**config.mk**
```make
export PLATFORM = sky130hd
export DESIGN_NAME = round_robin_task_scheduler_unit
export DESIGN_NICKNAME = d
export VERILOG_FILES = /design/src/sv/rrts_pkg.sv /design/src/sv/rrts_status.sv /design/src/sv/rrts_queue.sv /design/src/sv/round_robin_task_scheduler_unit.sv
export VERILOG_INCLUDE_DIRS = /design/src /design/src/sv
export SDC_FILE = /design/constraint.sdc
export NUM_CORES = 1
export LEC_CHECK = 0
export BUFFER_PORTS_ARGS = -buffer_cell sky130_fd_sc_hd__buf_2
export CAP_MARGIN = 30
export CORE_UTILIZATION = 40
export DETAILED_ROUTE_END_ITERATION = 10
export PLACE_DENSITY = 0.52
export SYNTH_ARGS = -nofsm -noshare
export SYNTH_HDL_FRONTEND = slang
export SYNTH_SLANG_ARGS = --single-unit
```
**constraint.sdc**
```tcl
create_clock -name clk -period 3.3 [get_ports clk]
set_input_delay 0.99 -clock clk [delete_from_list [all_inputs] [get_ports clk]]
set_output_delay 0.99 -clock clk [all_outputs]
set_load 0.02 [all_outputs]
```
**src/sv/round_robin_task_scheduler_unit_assert.svh**
```systemverilog
// assertion macros used by the ready queue rtl
`ifndef ROUND_ROBIN_TASK_SCHEDULER_UNIT_ASSERT_SVH
`define ROUND_ROBIN_TASK_SCHEDULER_UNIT_ASSERT_SVH

// same-cycle implication, checked out of reset
`define RRTS_ASSERT_IMPL(lbl, ante, cons, msg) \
  lbl: assert property (@(posedge clk) disable iff (!rst_n) (ante) |-> (cons)) \
    else $error(msg);

// next-cycle implication, checked out of reset
`define RRTS_ASSERT_NEXT(lbl, ante, cons, msg) \
  lbl: assert property (@(posedge clk) disable iff (!rst_n) (ante) |=> (cons)) \
    else $error(msg);

`endif

```
**src/sv/rrts_pkg.sv**
```systemverilog
// package: types, codes and constants of the round-robin task scheduler
`default_nettype none
package rrts_pkg;

  localparam int MAX_TASKS_DEF = 16;
  localparam int ACT_W         = 2;
  localparam int ID_W          = 4;
  localparam int OC_W          = 2;

  typedef enum logic [1:0] {
    ST_FREE      = 2'd0,
    ST_SUSPENDED = 2'd1,
    ST_READY     = 2'd2,
    ST_RUNNING   = 2'd3
  } slot_status_t;

  typedef enum logic [ACT_W-1:0] {
    ACT_YIELD   = 2'd0,
    ACT_RESUME  = 2'd1,
    ACT_SUSPEND = 2'd2,
    ACT_CREATE  = 2'd3
  } action_t;

  typedef enum logic [OC_W-1:0] {
    OC_DONE    = 2'd0,
    OC_IGNORED = 2'd1,
    OC_FAULT   = 2'd2
  } outcome_t;

  typedef enum logic [2:0] {
    S_IDLE,
    S_CHECK,
    S_WALK,
    S_PUSH,
    S_RUN,
    S_DONE
  } sched_state_t;

  // commands from the sequencer to the queue unit
  typedef struct packed {
    logic start;
    logic pop;
    logic push;
  } q_cmd_t;

  // status from the queue unit back to the sequencer
  typedef struct packed {
    logic done;
    logic empty;
  } q_stat_t;

endpackage
`default_nettype wire

```
**src/sv/rrts_status.sv**
```systemverilog
// slot status store: memory with per-slot valid bits standing in for the reset values
`default_nettype none
module rrts_status
  import rrts_pkg::*;
#(
  parameter int MAX_TASKS = MAX_TASKS_DEF,
  parameter int IW        = $clog2(MAX_TASKS)
) (
  input  wire logic          clk,
  input  wire logic          rst_n,
  input  wire logic          rd_en,
  input  wire logic [IW-1:0] rd_addr,
  output slot_status_t       rd_status,
  input  wire logic          wr_en,
  input  wire logic [IW-1:0] wr_addr,
  input  wire slot_status_t  wr_status
);

  slot_status_t         mem [MAX_TASKS];
  logic [MAX_TASKS-1:0] vld_r;
  slot_status_t         rd_data_r;
  slot_status_t         rd_rst_r;
  logic                 rd_vld_r;

  // valid bits, cleared at reset, set by the first write
  always_ff @(posedge clk) begin
    if (!rst_n) begin
      vld_r <= '0;
    end else if (wr_en) begin
      vld_r[wr_addr] <= 1'b1;
    end
  end

  // write port
  always_ff @(posedge clk) begin
    if (wr_en) begin
      mem[wr_addr] <= wr_status;
    end
  end

  // registered read, with the reset value for slots never written
  always_ff @(posedge clk) begin
    if (rd_en) begin
      rd_data_r <= mem[rd_addr];
      rd_vld_r  <= vld_r[rd_addr];
      rd_rst_r  <= (rd_addr == '0) ? ST_RUNNING : ST_FREE;
    end
  end

  assign rd_status = rd_vld_r ? rd_data_r : rd_rst_r;

endmodule
`default_nettype wire

```
**src/sv/rrts_queue.sv**
```systemverilog
// ready queue: id memory, fill count and the shared walk unit that finds and closes gaps
`default_nettype none
module rrts_queue
  import rrts_pkg::*;
#(
  parameter int MAX_TASKS = MAX_TASKS_DEF,
  parameter int IW        = $clog2(MAX_TASKS),
  parameter int CW        = $clog2(MAX_TASKS + 1)
) (
  input  wire logic          clk,
  input  wire logic          rst_n,
  input  wire q_cmd_t        cmd,
  input  wire logic [IW-1:0] target,
  input  wire logic [IW-1:0] push_id,
  output q_stat_t            stat,
  output logic      [IW-1:0] head
);

  localparam logic [CW-1:0] CNT_MAX = CW'(MAX_TASKS);

  logic [IW-1:0] mem [MAX_TASKS];
  logic [IW-1:0] rd_data_r;

  logic [CW-1:0] cnt_r, cnt_nxt;
  logic [CW-1:0] idx_r, idx_nxt;
  logic [IW-1:0] pidx_r, pidx_nxt;
  logic          pend_r, pend_nxt;
  logic          found_r, found_nxt;
  logic          walk_r, walk_nxt;
  logic          pop_r, pop_nxt;
  logic [IW-1:0] tgt_r, tgt_nxt;
  logic [IW-1:0] head_r, head_nxt;

  logic          issue;
  logic          walk_done;
  logic          rd_en;
  logic [IW-1:0] rd_addr;
  logic          wr_en;
  logic [IW-1:0] wr_addr;
  logic [IW-1:0] wr_data;

  // walk control: one entry read per cycle, compared and shifted in the cycle after its read
  always_comb begin
    cnt_nxt   = cnt_r;
    idx_nxt   = idx_r;
    pidx_nxt  = pidx_r;
    pend_nxt  = pend_r;
    found_nxt = found_r;
    walk_nxt  = walk_r;
    pop_nxt   = pop_r;
    tgt_nxt   = tgt_r;
    head_nxt  = head_r;
    rd_en     = 1'b0;
    rd_addr   = idx_r[IW-1:0];
    wr_en     = 1'b0;
    wr_addr   = cnt_r[IW-1:0];
    wr_data   = push_id;
    issue     = walk_r && (idx_r < cnt_r);
    walk_done = walk_r && !issue && !pend_r;

    if (cmd.start) begin
      walk_nxt  = 1'b1;
      idx_nxt   = '0;
      pend_nxt  = 1'b0;
      found_nxt = 1'b0;
      pop_nxt   = cmd.pop;
      tgt_nxt   = target;
    end else if (walk_r) begin
      // issue the next read
      pend_nxt = issue;
      if (issue) begin
        rd_en    = 1'b1;
        pidx_nxt = idx_r[IW-1:0];
        idx_nxt  = idx_r + CW'(1);
      end
      // entry read last cycle: match, or move it down one place
      if (pend_r) begin
        if (found_r) begin
          wr_en   = 1'b1;
          wr_addr = pidx_r - IW'(1);
          wr_data = rd_data_r;
        end else if (pop_r || (rd_data_r == tgt_r)) begin
          found_nxt = 1'b1;
          head_nxt  = rd_data_r;
        end
      end
      if (walk_done) begin
        walk_nxt = 1'b0;
        cnt_nxt  = cnt_r - CW'(found_r);
      end
    end else if (cmd.push && (cnt_r < CNT_MAX)) begin
      // append at the tail, dropped on a full queue
      wr_en   = 1'b1;
      wr_addr = cnt_r[IW-1:0];
      wr_data = push_id;
      cnt_nxt = cnt_r + CW'(1);
    end
  end

  // control registers
  always_ff @(posedge clk) begin
    if (!rst_n) begin
      cnt_r   <= '0;
      walk_r  <= 1'b0;
      pend_r  <= 1'b0;
      found_r <= 1'b0;
    end else begin
      cnt_r   <= cnt_nxt;
      walk_r  <= walk_nxt;
      pend_r  <= pend_nxt;
      found_r <= found_nxt;
    end
  end

  // walk payload registers
  always_ff @(posedge clk) begin
    idx_r  <= idx_nxt;
    pidx_r <= pidx_nxt;
    pop_r  <= pop_nxt;
    tgt_r  <= tgt_nxt;
    head_r <= head_nxt;
  end

  // queue memory, one write and one registered read a cycle
  always_ff @(posedge clk) begin
    if (wr_en) begin
      mem[wr_addr] <= wr_data;
    end
  end

  always_ff @(posedge clk) begin
    if (rd_en) begin
      rd_data_r <= mem[rd_addr];
    end
  end

  assign stat.done  = walk_done;
  assign stat.empty = (cnt_r == '0);
  assign head       = head_r;

`include "round_robin_task_scheduler_unit_assert.svh"

  `RRTS_ASSERT_IMPL(a_cnt_bound, 1'b1, cnt_r <= CNT_MAX, "ready count above queue depth")
  `RRTS_ASSERT_IMPL(a_start_idle, cmd.start || cmd.push, !walk_r, "queue command during a walk")
  `RRTS_ASSERT_IMPL(a_shift_pos, walk_r && pend_r && found_r, pidx_r != '0,
                    "gap closing below the queue head")
  `RRTS_ASSERT_NEXT(a_done_ends, stat.done, !walk_r, "walk still busy after done")

endmodule
`default_nettype wire

```
**src/sv/round_robin_task_scheduler_unit.sv**
```systemverilog
// Round-robin task scheduler: slot statuses, a FIFO ready queue of task ids and the running
// task; each input beat asks to yield, resume, suspend or create, and gives one result beat.
// Resume, create, ignored and faulting requests, and a yield with nothing queued, go from the
// slot status check straight to the output register.
// Suspend of a ready task, yield, and suspend of the running task walk the ready queue through
// its memory, one entry a cycle; a yield then puts the preempted task back at the tail, and both
// yield and running-task suspend make the popped head run. No clearing pass is needed after
// reset. The input is taken again once the result is in the output register.
`default_nettype none
module round_robin_task_scheduler_unit
  import rrts_pkg::*;
#(
  parameter int MAX_TASKS = MAX_TASKS_DEF
) (
  input  wire logic        clk,
  input  wire logic        rst_n,
  input  wire logic        in_tvalid,
  output logic             in_tready,
  // [1:0] action, [5:2] task_id, [7:6] zero
  input  wire logic [7:0]  in_tdata,
  output logic             out_tvalid,
  input  wire logic        out_tready,
  // [3:0] running_task, [7:4] previous_task, [8] switched, [10:9] outcome, [15:11] zero
  output logic [15:0]      out_tdata
);

  localparam int IW = $clog2(MAX_TASKS);
  localparam int CW = $clog2(MAX_TASKS + 1);

  sched_state_t  state_r, state_nxt;

  action_t       act_r, act_nxt;
  logic [IW-1:0] id_r, id_nxt;
  logic          id_ok_r, id_ok_nxt;
  logic [IW-1:0] prev_r, prev_nxt;
  logic [IW-1:0] running_r, running_nxt;
  outcome_t      outc_r, outc_nxt;
  logic          push_cur_r, push_cur_nxt;
  logic          run_r, run_nxt;

  logic          out_valid_r, out_valid_nxt;
  logic [IW-1:0] out_run_r, out_run_nxt;
  logic [IW-1:0] out_prev_r, out_prev_nxt;
  logic          out_sw_r, out_sw_nxt;
  outcome_t      out_oc_r, out_oc_nxt;

  logic          in_acc;
  logic          out_load;
  logic [ACT_W-1:0] in_action;
  logic [ID_W-1:0]  in_task_id;

  // status store ports
  logic          st_rd_en;
  logic [IW-1:0] st_rd_addr;
  slot_status_t  st_rd;
  logic          st_wr_en;
  logic [IW-1:0] st_wr_addr;
  slot_status_t  st_wr;

  // queue unit ports
  q_cmd_t        q_cmd;
  logic [IW-1:0] q_target;
  logic [IW-1:0] q_push_id;
  q_stat_t       q_stat;
  logic [IW-1:0] q_head;

  // decision taken once the slot status is back
  logic          chk_walk;
  logic          chk_pop;
  logic          chk_push_cur;
  logic          chk_st_wr;
  slot_status_t  chk_st;
  logic          chk_q_push;
  outcome_t      chk_outc;

  assign in_action  = in_tdata[1:0];
  assign in_task_id = in_tdata[5:2];
  assign in_acc     = in_tvalid && in_tready;
  assign out_load   = (state_r == S_DONE) && (!out_valid_r || out_tready);

  rrts_status #(
    .MAX_TASKS (MAX_TASKS),
    .IW        (IW)
  ) u_status (
    .clk       (clk),
    .rst_n     (rst_n),
    .rd_en     (st_rd_en),
    .rd_addr   (st_rd_addr),
    .rd_status (st_rd),
    .wr_en     (st_wr_en),
    .wr_addr   (st_wr_addr),
    .wr_status (st_wr)
  );

  rrts_queue #(
    .MAX_TASKS (MAX_TASKS),
    .IW        (IW),
    .CW        (CW)
  ) u_queue (
    .clk     (clk),
    .rst_n   (rst_n),
    .cmd     (q_cmd),
    .target  (q_target),
    .push_id (q_push_id),
    .stat    (q_stat),
    .head    (q_head)
  );

  // what the request does, given the status of its slot
  always_comb begin
    chk_walk     = 1'b0;
    chk_pop      = 1'b0;
    chk_push_cur = 1'b0;
    chk_st_wr    = 1'b0;
    chk_st       = ST_SUSPENDED;
    chk_q_push   = 1'b0;
    chk_outc     = OC_IGNORED;
    case (act_r)
      ACT_YIELD: begin
        chk_outc = OC_DONE;
        if (!q_stat.empty) begin
          chk_walk     = 1'b1;
          chk_pop      = 1'b1;
          chk_push_cur = 1'b1;
        end
      end
      ACT_RESUME: begin
        if (id_ok_r && (st_rd == ST_SUSPENDED)) begin
          chk_st_wr  = 1'b1;
          chk_st     = ST_READY;
          chk_q_push = 1'b1;
          chk_outc   = OC_DONE;
        end
      end
      ACT_SUSPEND: begin
        if (id_ok_r && (st_rd == ST_READY)) begin
          chk_st_wr = 1'b1;
          chk_walk  = 1'b1;
          chk_outc  = OC_DONE;
        end else if (id_ok_r && (st_rd == ST_RUNNING)) begin
          if (q_stat.empty) begin
            chk_outc = OC_FAULT;
          end else begin
            chk_st_wr = 1'b1;
            chk_walk  = 1'b1;
            chk_pop   = 1'b1;
            chk_outc  = OC_DONE;
          end
        end
      end
      ACT_CREATE: begin
        if (id_ok_r && (st_rd == ST_FREE)) begin
          chk_st_wr = 1'b1;
          chk_outc  = OC_DONE;
        end
      end
      default: begin
        chk_outc = OC_IGNORED;
      end
    endcase
  end

  // next state
  always_comb begin
    state_nxt = state_r;
    case (state_r)
      S_IDLE: begin
        if (in_acc) state_nxt = S_CHECK;
      end
      S_CHECK: begin
        state_nxt = chk_walk ? S_WALK : S_DONE;
      end
      S_WALK: begin
        if (q_stat.done) begin
          if (push_cur_r)  state_nxt = S_PUSH;
          else if (run_r)  state_nxt = S_RUN;
          else             state_nxt = S_DONE;
        end
      end
      S_PUSH: begin
        state_nxt = S_RUN;
      end
      S_RUN: begin
        state_nxt = S_DONE;
      end
      S_DONE: begin
        if (out_load) state_nxt = S_IDLE;
      end
      default: begin
        state_nxt = S_IDLE;
      end
    endcase
  end

  // outputs and datapath updates of each state
  always_comb begin
    act_nxt      = act_r;
    id_nxt       = id_r;
    id_ok_nxt    = id_ok_r;
    prev_nxt     = prev_r;
    running_nxt  = running_r;
    outc_nxt     = outc_r;
    push_cur_nxt = push_cur_r;
    run_nxt      = run_r;
    out_run_nxt  = out_run_r;
    out_prev_nxt = out_prev_r;
    out_sw_nxt   = out_sw_r;
    out_oc_nxt   = out_oc_r;
    in_tready    = 1'b0;
    st_rd_en     = 1'b0;
    st_rd_addr   = IW'(in_task_id);
    st_wr_en     = 1'b0;
    st_wr_addr   = id_r;
    st_wr        = ST_SUSPENDED;
    q_cmd        = '0;
    q_target     = id_r;
    q_push_id    = id_r;
    case (state_r)
      S_IDLE: begin
        in_tready = 1'b1;
        if (in_acc) begin
          act_nxt   = action_t'(in_action);
          id_nxt    = IW'(in_task_id);
          id_ok_nxt = (32'(in_task_id) < 32'(MAX_TASKS));
          prev_nxt  = running_r;
          st_rd_en  = 1'b1;
        end
      end
      S_CHECK: begin
        outc_nxt     = chk_outc;
        push_cur_nxt = chk_push_cur;
        run_nxt      = chk_pop;
        st_wr_en     = chk_st_wr;
        st_wr        = chk_st;
        q_cmd.start  = chk_walk;
        q_cmd.pop    = chk_pop;
        q_cmd.push   = chk_q_push;
      end
      S_PUSH: begin
        // preempted task goes back to the tail as ready
        st_wr_en   = 1'b1;
        st_wr_addr = prev_r;
        st_wr      = ST_READY;
        q_cmd.push = 1'b1;
        q_push_id  = prev_r;
      end
      S_RUN: begin
        st_wr_en    = 1'b1;
        st_wr_addr  = q_head;
        st_wr       = ST_RUNNING;
        running_nxt = q_head;
      end
      S_DONE: begin
        if (out_load) begin
          out_run_nxt  = running_r;
          out_prev_nxt = prev_r;
          out_sw_nxt   = (running_r != prev_r);
          out_oc_nxt   = outc_r;
        end
      end
      default: begin
        in_tready = 1'b0;
      end
    endcase
  end

  // output register valid
  always_comb begin
    if (out_load)                       out_valid_nxt = 1'b1;
    else if (out_valid_r && out_tready) out_valid_nxt = 1'b0;
    else                                out_valid_nxt = out_valid_r;
  end

  // control registers
  always_ff @(posedge clk) begin
    if (!rst_n) begin
      state_r     <= S_IDLE;
      running_r   <= '0;
      out_valid_r <= 1'b0;
    end else begin
      state_r     <= state_nxt;
      running_r   <= running_nxt;
      out_valid_r <= out_valid_nxt;
    end
  end

  // request and result payload
  always_ff @(posedge clk) begin
    act_r      <= act_nxt;
    id_r       <= id_nxt;
    id_ok_r    <= id_ok_nxt;
    prev_r     <= prev_nxt;
    outc_r     <= outc_nxt;
    push_cur_r <= push_cur_nxt;
    run_r      <= run_nxt;
    out_run_r  <= out_run_nxt;
    out_prev_r <= out_prev_nxt;
    out_sw_r   <= out_sw_nxt;
    out_oc_r   <= out_oc_nxt;
  end

  assign out_tvalid = out_valid_r;
  assign out_tdata  = {5'b0, out_oc_r, out_sw_r, ID_W'(out_prev_r), ID_W'(out_run_r)};

endmodule
`default_nettype wire

```
==> results of run 1 <==
## through the flow
stage	total power [mW]	util	worst slack, ns	hold slack [ns]
floorplan	2.99	-	0.544	0.400
global placement	3.16	0.439	0.512	0.400
detailed placement	3.17	0.439	0.483	0.406
CTS	5.20	0.471	0.463	0.424
global route	5.33	0.471	0.204	0.431
finish	5.14	0.471	0.420	0.422
## cell type report
type	instances	area, um2
inverters	17	66.3
clock inverters	13	130
clock buffers	19	475
repair buffers	45	283
multi-input cells	320	2650
fillers	1641	10000
flip-flops and latches	179	5000
well taps	260	325
## power breakdown
group	total (mW)	internal (mW)	switching (mW)
clock network	2.03	1.10	0.932
logic	0.550	0.238	0.312
registers	2.56	2.51	0.0511
total	5.14	3.85	1.29
## cells in the mapped netlist, drive strengths merged, types with 2 or more instances
| cell type | n |
|---|---|
| edfxtp | 142 |
| nor2 | 46 |
| dfxtp | 37 |
| mux4 | 35 |
| nand2 | 33 |
| o21ai | 19 |
| o21a | 18 |
| inv | 17 |
| nor3 | 17 |
| a21oi | 14 |
| clkbuf | 13 |
| xnor2 | 13 |
| buf | 11 |
| ha | 10 |
| nand2b | 9 |
| nor2b | 9 |
| mux2i | 7 |
| nor3b | 7 |
| or3 | 7 |
| a21boi | 6 |
| a31oi | 6 |
| nand4 | 4 |
| nor4 | 4 |
| o32ai | 4 |
| a211oi | 3 |
| a21o | 3 |
| nand3 | 3 |
| nand3b | 3 |
| o211a | 3 |
| o221a | 3 |
| o221ai | 3 |
| xor2 | 3 |
| and2 | 2 |
| and3 | 2 |
| o31ai | 2 |
| or2 | 2 |
## worst max-delay path by stage
stage / to / slack [ns] / depth (start not counted)
after floorplan: u_status.rd_data_r[0] / 0.54 / 3
after global routing: u_status.mem[1][1] / 0.20 / 5
after detailed placement: u_queue.mem[13][3] / 0.48 / 7
after CTS: u_status.mem[1][1] / 0.46 / 5
after global placement: u_status.rd_vld_r / 0.51 / 3
final: u_status.mem[1][0] / 0.42 / 5
## kinds of logic (layout without fill, tap and decap cells)
family                   count (synthesis)  in the layout  share of synthesized area
XOR/XNOR                                16             16                     0.0179
AND/OR/NAND/NOR                        153            153                     0.0987
multiplexers                            42             42                      0.110
other                                    1              5                   0.000480
buffers and inverters                   41             94                     0.0232
flip-flops                             179            179                      0.640
adder cells (fa/ha/maj)                 11             11                     0.0186
AO/OA/AOI/OAI                           93             93                     0.0911
## registers in the layout, summed over array words and instances, names as in the netlist, 2 cells and up
signal / flops
act_r: 2
id_r: 4
out_oc_r: 2
out_prev_r: 4
out_run_r: 4
outc_r: 2
prev_r: 4
running_r: 4
state_r: 3
u_queue.cnt_r: 5
u_queue.head: 4
u_queue.idx_r: 5
u_queue.mem: 64
u_queue.pidx_r: 4
u_queue.rd_data_r: 4
u_queue.tgt_r: 4
u_status.mem: 32
u_status.rd_data_r: 2
u_status.vld_r: 16
## per-layer routing
layer  vias to the layer above  share of wire  track usage  wire length (um)
met5                         -              0            0                 0
met4                         0          0.016       0.0577               258
met3                        19          0.039       0.0368               618
met2                       112           0.46        0.262              7360
met1                      2309           0.48        0.238              7620
li1                       2156              -            -                 -
==> impl_metrics.ini, run 1 <==
[finish]
final_common_cell = edfxtp_1
layout_common_cells = edfxtp_1, nor2_1, dfxtp_1
antennaDiodeCount = 0
layout-area-overhead-vs-synth_pct = 14.2
final_area_um2 = 8930
fin_nets = 603
stdcell_count = 853
drive_above_1_share = 0.212

[drt]
vias = 4596
drtAntennaViolNets = 0
dr.first_iter.drc_count = 332
dr.pass1.iters = 5
wl_um = 15900
routedWlPerCell_um = 18.6
viasPerCell = 5.39
drc = 0

[setup_path]
crit_slowest_cell = dfxtp_1
regToRegEndpoint = u_status.mem[1][0]
cpPeakStageDelay_ns = 0.63
crit_start = state_r[2]
required_ns = 3.38
endpoint_kind = flip-flop
rrSetupSlack_ns = 0.42
worst-path-buf-inv = 1
crit_path_cell_trace = inv_1 > o21ai_0 > o221ai_1 > nand4bb_1 > nor3_1
crit_fanout = 16
reg2reg_depth = 5
regToRegStartpoint = state_r[2]
start_kind = flip-flop
crit_arrival_ns = 2.96
cpLargestDelayFamily = simple AND/OR/NAND/NOR gates
criticalPathCategory = reg -> reg

[yosys]
synth_area_leaders = edfxtp_1, mux4_2, dfxtp_1
ys_seq_area_frac = 0.640
netlist_area_um2 = 7820
synth_area_per_cell_um2 = 14.6
synth_top_area_frac = 0.545
synth_warnings = 0
yosys.area.top_type = edfxtp_1
synth_top_flop_cell = edfxtp_1
yosys_register_bits = 179
synth_cells = 536
yosysUniqueCellTypes = 60
synth_edf_count = 142
async_flop_share = 0

[placed_design]
dp_cells = 821
dp_hpwl_um = 11300
dpl_cell_area_um2 = 8330
gp_congestion = 0.803
io_buffers = 22

[global_route]
antenna_found_initial = 0
grt_start_max_net_pins = 34
grtUsageTotal = 0.170
grt_pass1_wl_um = 25000
gr-total-overflow = 0
grt_pass1_vias = 4431

[min_path]
min_path_cells = 0
worstHoldStart = outc_r[0]
min_to = out_oc_r[0]
hold_class = reg -> reg

[clocking]
clkLatencyLatePin_ns = 0.43
htree_levels = 4
cts_tree = built
numClockSinks = 179
cts_made_buffers = 17
clk_pin_slew_ns = 0.07
clock_path_buffers = 2
ctsHoldBuffers = 0
postCtsSetupBuffers = 0
clock-root-buffer = clkbuf_16
post_cts_resized = 0

[sta]
rsz0062_at_grt = no
finalCritPeriodShare = 0.873
fin_setup_tns_ns = 0
max_slew_margin = 0.497
setup_violations = 0
finalMaxSlewViolations = 0
fin_crit_ns = 2.88
max_freq_ghz = 0.347
finClkSkew_ns = 0.00890
hold_viol = 0
worst_slew_pin_slew_ns = 0.754

[die]
rows = 50
fp.dieW_um = 142
die_area_um2 = 20100
core_region_area_um2 = 19000
ios = 30
initial_core_util = 0.412
die_h_um = 142

[run]
cap_violations = 0

[power_and_ir_drop]
p_leak_nw = 3.03
ir_drop_mv = 0.357
power_density_nw_per_um2 = 576

[run_status]
status = finished, final reports clean
No activity file was read; power rests on OpenSTA's default activity.
==> run 2, diff against run 1 <==
PLACE_DENSITY = 0.63   (was 0.52)
RECOVER_POWER = 50   (was default)
==> run 2 against run 1 <==
Against the previous run: critical path depth rose by 2; clock skew barely moved; cell count fell by 0.47%; via count is essentially flat; sequential power about the same; non-clock buffer count shrank 4; highest routed layer unchanged; hold slack improved by 0.017 ns; final area fell by 2.0%; power is 3.6% lower; core utilization decreased by 0.95 points.
==> impl_metrics.ini, run 2 (synthesized netlist as in run 1, its figures left out) <==
[sta]
setup_violations = 0
fin_crit_ns = 2.94
worst_slew_pin_slew_ns = 1.23
fin_setup_tns_ns = 0
finalCritPeriodShare = 0.891
finalMaxSlewViolations = 0
max_freq_ghz = 0.340
finClkSkew_ns = 0.00918
holdWs_ns = 0.439
max_slew_margin = 0.179
rsz0062_at_grt = no
hold_viol = 0

[die]
core_region_area_um2 = 19000
fp.dieW_um = 142
die_h_um = 142
initial_core_util = 0.412
die_area_um2 = 20100
rows = 50
ios = 30

[setup_path]
crit_arrival_ns = 3.01
regToRegStartpoint = u_queue.cnt_r[0]
cpPeakStageDelay_ns = 0.68
crit_start = u_queue.cnt_r[0]
start_kind = flip-flop
cpLargestDelayFamily = simple AND/OR/NAND/NOR gates
required_ns = 3.37
crit_slowest_cell = or4_1
worst-path-buf-inv = 1
cp_common_cell = o21ai_4
endpoint_kind = flip-flop
crit_path_cell_trace = or4_1 > o21ai_4 > a21oi_1 > o21ai_4 > clkbuf_1 > nand2_1 > nor2_1
criticalPathCategory = reg -> reg
crit_fanout = 8

[run]
cap_violations = 0

[clocking]
clock-root-buffer = clkbuf_16
clk_pin_slew_ns = 0.07
ctsHoldBuffers = 0
clkLatencyLatePin_ns = 0.43
clock_path_buffers = 2
htree_levels = 4
post_cts_resized = 0
numClockSinks = 179
cts_made_buffers = 17
postCtsSetupBuffers = 0
cts_tree = built

[drt]
wl_um = 15300
dr.pass1.iters = 5
viasPerCell = 5.42
drc = 0
vias = 4598
dr.first_iter.drc_count = 316
routedWlPerCell_um = 18.0
drtAntennaViolNets = 0

[placed_design]
dp_cells = 817
gp_congestion = 0.830
dp_hpwl_um = 10900
dpl_cell_area_um2 = 8300
io_buffers = 22

[global_route]
grt_pass1_vias = 4536
gr-total-overflow = 0
met2_usage = 0.270
use_met1 = 0.214
grt_pass1_wl_um = 24500
antenna_found_initial = 0
grtUsageTotal = 0.163
grt_start_max_net_pins = 34
grt.busiest_layer = met2
globalRouteMet3Util = 0.0310

[finish]
final_area_um2 = 8750
stdcell_count = 849
top_register = u_queue.mem
layout-area-overhead-vs-synth_pct = 11.9
fin_nets = 599
reg_top3 = u_queue.mem (64), u_status.mem (32), u_status.vld_r (16)
postLayoutCoreUtil = 0.462
antennaDiodeCount = 0
layout_common_cells = edfxtp_1, nor2_1, dfxtp_1
final_common_cell = edfxtp_1
drive_above_1_share = 0.149
largest_reg_flops = 64

[min_path]
hold_class = reg -> reg
worstHoldStart = outc_r[1]

[run_status]
status = finished, final reports clean

[power_and_ir_drop]
power_density_nw_per_um2 = 567
ir_drop_mv = 0.343
p_leak_nw = 2.88
run 2: power breakdown:
part           switching [mW]  internal, mW  total, mW
logic                   0.295         0.223      0.518
registers              0.0583          2.51       2.57
clock network           0.880         0.988       1.87
total                    1.23          3.72       4.96
run 2: metal layers:
layer	vias to the layer above	wire, um
met5	-	0
met4	0	231
met3	18	620
met2	113	7720
met1	2318	6700
li1	2149	-
run 2: area by class of cell:
cell class	count	area [um2]
inverter	17	66.3
multi-input combinational	320	2610
fill	1641	10200
timing repair buffer	41	186
clock buffer	18	429
sequential	179	5000
clock inverter	14	125
tap	260	325
run 2: stage by stage:
step / total power, mW / setup WS [ns]
6_report: 4.96 / 0.360
5_1_grt: 5.15 / 0.248
4_1_cts: 5.02 / 0.565
3_5_place_dp: 3.16 / 0.518
3_3_place_gp: 3.14 / 0.546
2_1_floorplan: 2.99 / 0.544
run 2: worst paths after layout:
check                                         end  slack [ns]  depth (start not counted)
worst max-delay path            u_queue.mem[4][2]        0.36                          7
worst max register to register  u_queue.mem[4][2]        0.36                          7
worst min-delay path                  out_oc_r[1]        0.44                          0
worst min register to register        out_oc_r[1]        0.44                          0
==> run 3, diff against run 2 <==
CORE_MARGIN = 2   (was default)
SYNTH_HIERARCHICAL = 1   (was default)
==> run 3 against run 2 <==
Against the previous run: flip-flop and latch count did not move; largest cell class unchanged; via count fell by 5.3%; critical endpoint is now u_queue/mem[5][3]; sequential share of layout area rose by 0.64 points.
==> impl_metrics.ini, run 3 <==
[placed_design]
dpl_cell_area_um2 = 8180
io_buffers = 22
dp_hpwl_um = 9890
gp_congestion = 0.766

[clocking]
clock_path_buffers = 2
clkLatencyLatePin_ns = 0.43
numClockSinks = 179
cts_tree = built
ctsHoldBuffers = 0
post_cts_resized = 0
postCtsSetupBuffers = 0
clock-root-buffer = clkbuf_16
cts_made_buffers = 17
clk_pin_slew_ns = 0.07
htree_levels = 4

[drt]
viasPerCell = 5.17
drc = 0
routedWlPerCell_um = 16.8
dr.pass1.iters = 4
drtAntennaViolNets = 0
dr.first_iter.drc_count = 294
vias = 4354
wl_um = 14100

[sta]
holdWs_ns = 0.418
hold_viol = 0
fin_crit_ns = 3.01
max_freq_ghz = 0.332
finalCritPeriodShare = 0.912
finClkSkew_ns = 0.0121
rsz0062_at_grt = no
fin_setup_tns_ns = 0
worst_slew_pin_slew_ns = 1.04
finalMaxSlewViolations = 0
setup_violations = 0
max_slew_margin = 0.309

[die]
rows = 51
core_region_area_um2 = 19300
initial_core_util = 0.405
fp.dieW_um = 144
die_h_um = 144
die_area_um2 = 20700
ios = 30

[yosys]
yosys.area.top_type = edfxtp_1
synth_area_leaders = edfxtp_1, dfxtp_1, mux4_1
synth_area_per_cell_um2 = 14.6
netlist_area_um2 = 7830
yosys_register_bits = 179
async_flop_share = 0
synth_cells = 538
synth_top_area_frac = 0.544
ys_top_cells_by_count = edfxtp_1, nand2_1, nor2_1, dfxtp_1
synth_edf_count = 142
yosysMostFrequentCell = edfxtp_1
ys_seq_area_frac = 0.639
yosysUniqueCellTypes = 57
synth_top_flop_cell = edfxtp_1
synth_warnings = 6

[power_and_ir_drop]
ir_drop_mv = 0.297
power_density_nw_per_um2 = 554
p_leak_nw = 2.94
total_power_mw = 4.79

[finish]
layout-area-overhead-vs-synth_pct = 10.5
reg_top3 = u_queue/mem (64), u_status/mem (32), u_status/vld_r (16)
final_common_cell = edfxtp_1
largest_reg_flops = 64
fin_nets = 587
top_register = u_queue/mem
antennaDiodeCount = 0
layout_common_cells = edfxtp_1, nand2_1, nor2_1
final_area_um2 = 8650
drive_above_1_share = 0.109

[global_route]
grt_pass1_vias = 4276
antenna_found_initial = 0
grtUsageTotal = 0.145
grt_start_max_net_pins = 25
grt_pass1_wl_um = 22500
gr-total-overflow = 0

[run_status]
status = finished, final reports clean

[setup_path]
endpoint_kind = flip-flop
crit_arrival_ns = 3.13
crit_fanout = 8
start_kind = flip-flop
criticalPathCategory = reg -> reg
required_ns = 3.42

[run]
cap_violations = 0

[min_path]
hold_class = reg -> reg
==> run 3: cell count changes after synthesis, moves of 6 or more <==
| cell | change |
|---|---|
| mux4_1 | +15 |
| a21oi_1 | +6 |
| clkbuf_1 | -8 |
| mux4_2 | -22 |
| mux2i_1 | +12 |
| o21ai_0 | -11 |
| nor2_1 | -7 |
| a21boi_0 | -6 |
| nand2_1 | +10 |
| nor3b_1 | -6 |
| buf_2 | +9 |
==> run 3: layout make-up <==
cell class / instances / area (um2)
fillers: 1724 / 10700
flip-flops and latches: 179 / 5000
multi-input cells: 319 / 2560
clock buffers: 17 / 425
well taps: 265 / 332
repair buffers: 33 / 159
clock inverters: 15 / 120
inverters: 14 / 52.6
==> run 3: layer usage <==
| metal | routed length, um | track usage | vias to the layer above |
|---|---|---|---|
| met1 | 6290 | 0.181 | 2141 |
| li1 | - | - | 2094 |
| met2 | 6960 | 0.245 | 100 |
| met3 | 611 | 0.0347 | 19 |
| met4 | 288 | 0.0557 | 0 |
| met5 | 0 | 0 | - |
==> run 3: final timing paths <==
kind / slack (ns) / start / end / cells past startpoint
setup / recovery: 0.29 / u_status/rd_vld_r / u_queue/mem[5][3] / 9
hold / removal: 0.42 / outc_r[1] / out_oc_r[1] / 0
setup reg to reg: 0.29 / u_status/rd_vld_r / u_queue/mem[5][3] / 9
hold reg to reg: 0.42 / outc_r[1] / out_oc_r[1] / 0
==> run 3: metrics by stage <==
step,instances,worst slack [ns],utilization
2_1_floorplan,542,0.749,-
3_3_place_gp,810,0.479,0.423
3_5_place_dp,810,0.355,0.423
4_1_cts,842,0.348,0.451
5_1_grt,842,0.0483,0.448
6_report,842,0.291,0.448
==> run 3: logic make-up (layout without fill, tap and decap cells) <==
family,after synthesis,after routing,share of synthesized area
buffers and inverters,44,79,0.0319
XOR/XNOR,16,16,0.0179
flip-flops,179,179,0.639
multiplexers,47,47,0.112
other,1,5,0.000479
adder cells (fa/ha/maj),11,11,0.0185
AND/OR/NAND/NOR,158,158,0.103
AO/OA/AOI/OAI,82,82,0.0768
==> run 3: power breakdown <==
part,total (mW),switching [mW],internal [mW]
sequential,2.57,0.0529,2.52
combinational,0.357,0.222,0.135
clock,1.86,0.880,0.982
==> run 3: worst max-delay path: stages, from the launching register on <==
cell,delay (ns)
edfxtp_1,0.43
nand2b_1,0.19
nand2_1,0.18
inv_1,0.11
a221oi_2,0.35
and2_1,0.26
nor2_1,0.14
and3_1,0.20
o21ai_0,0.58
nor2_1,0.26
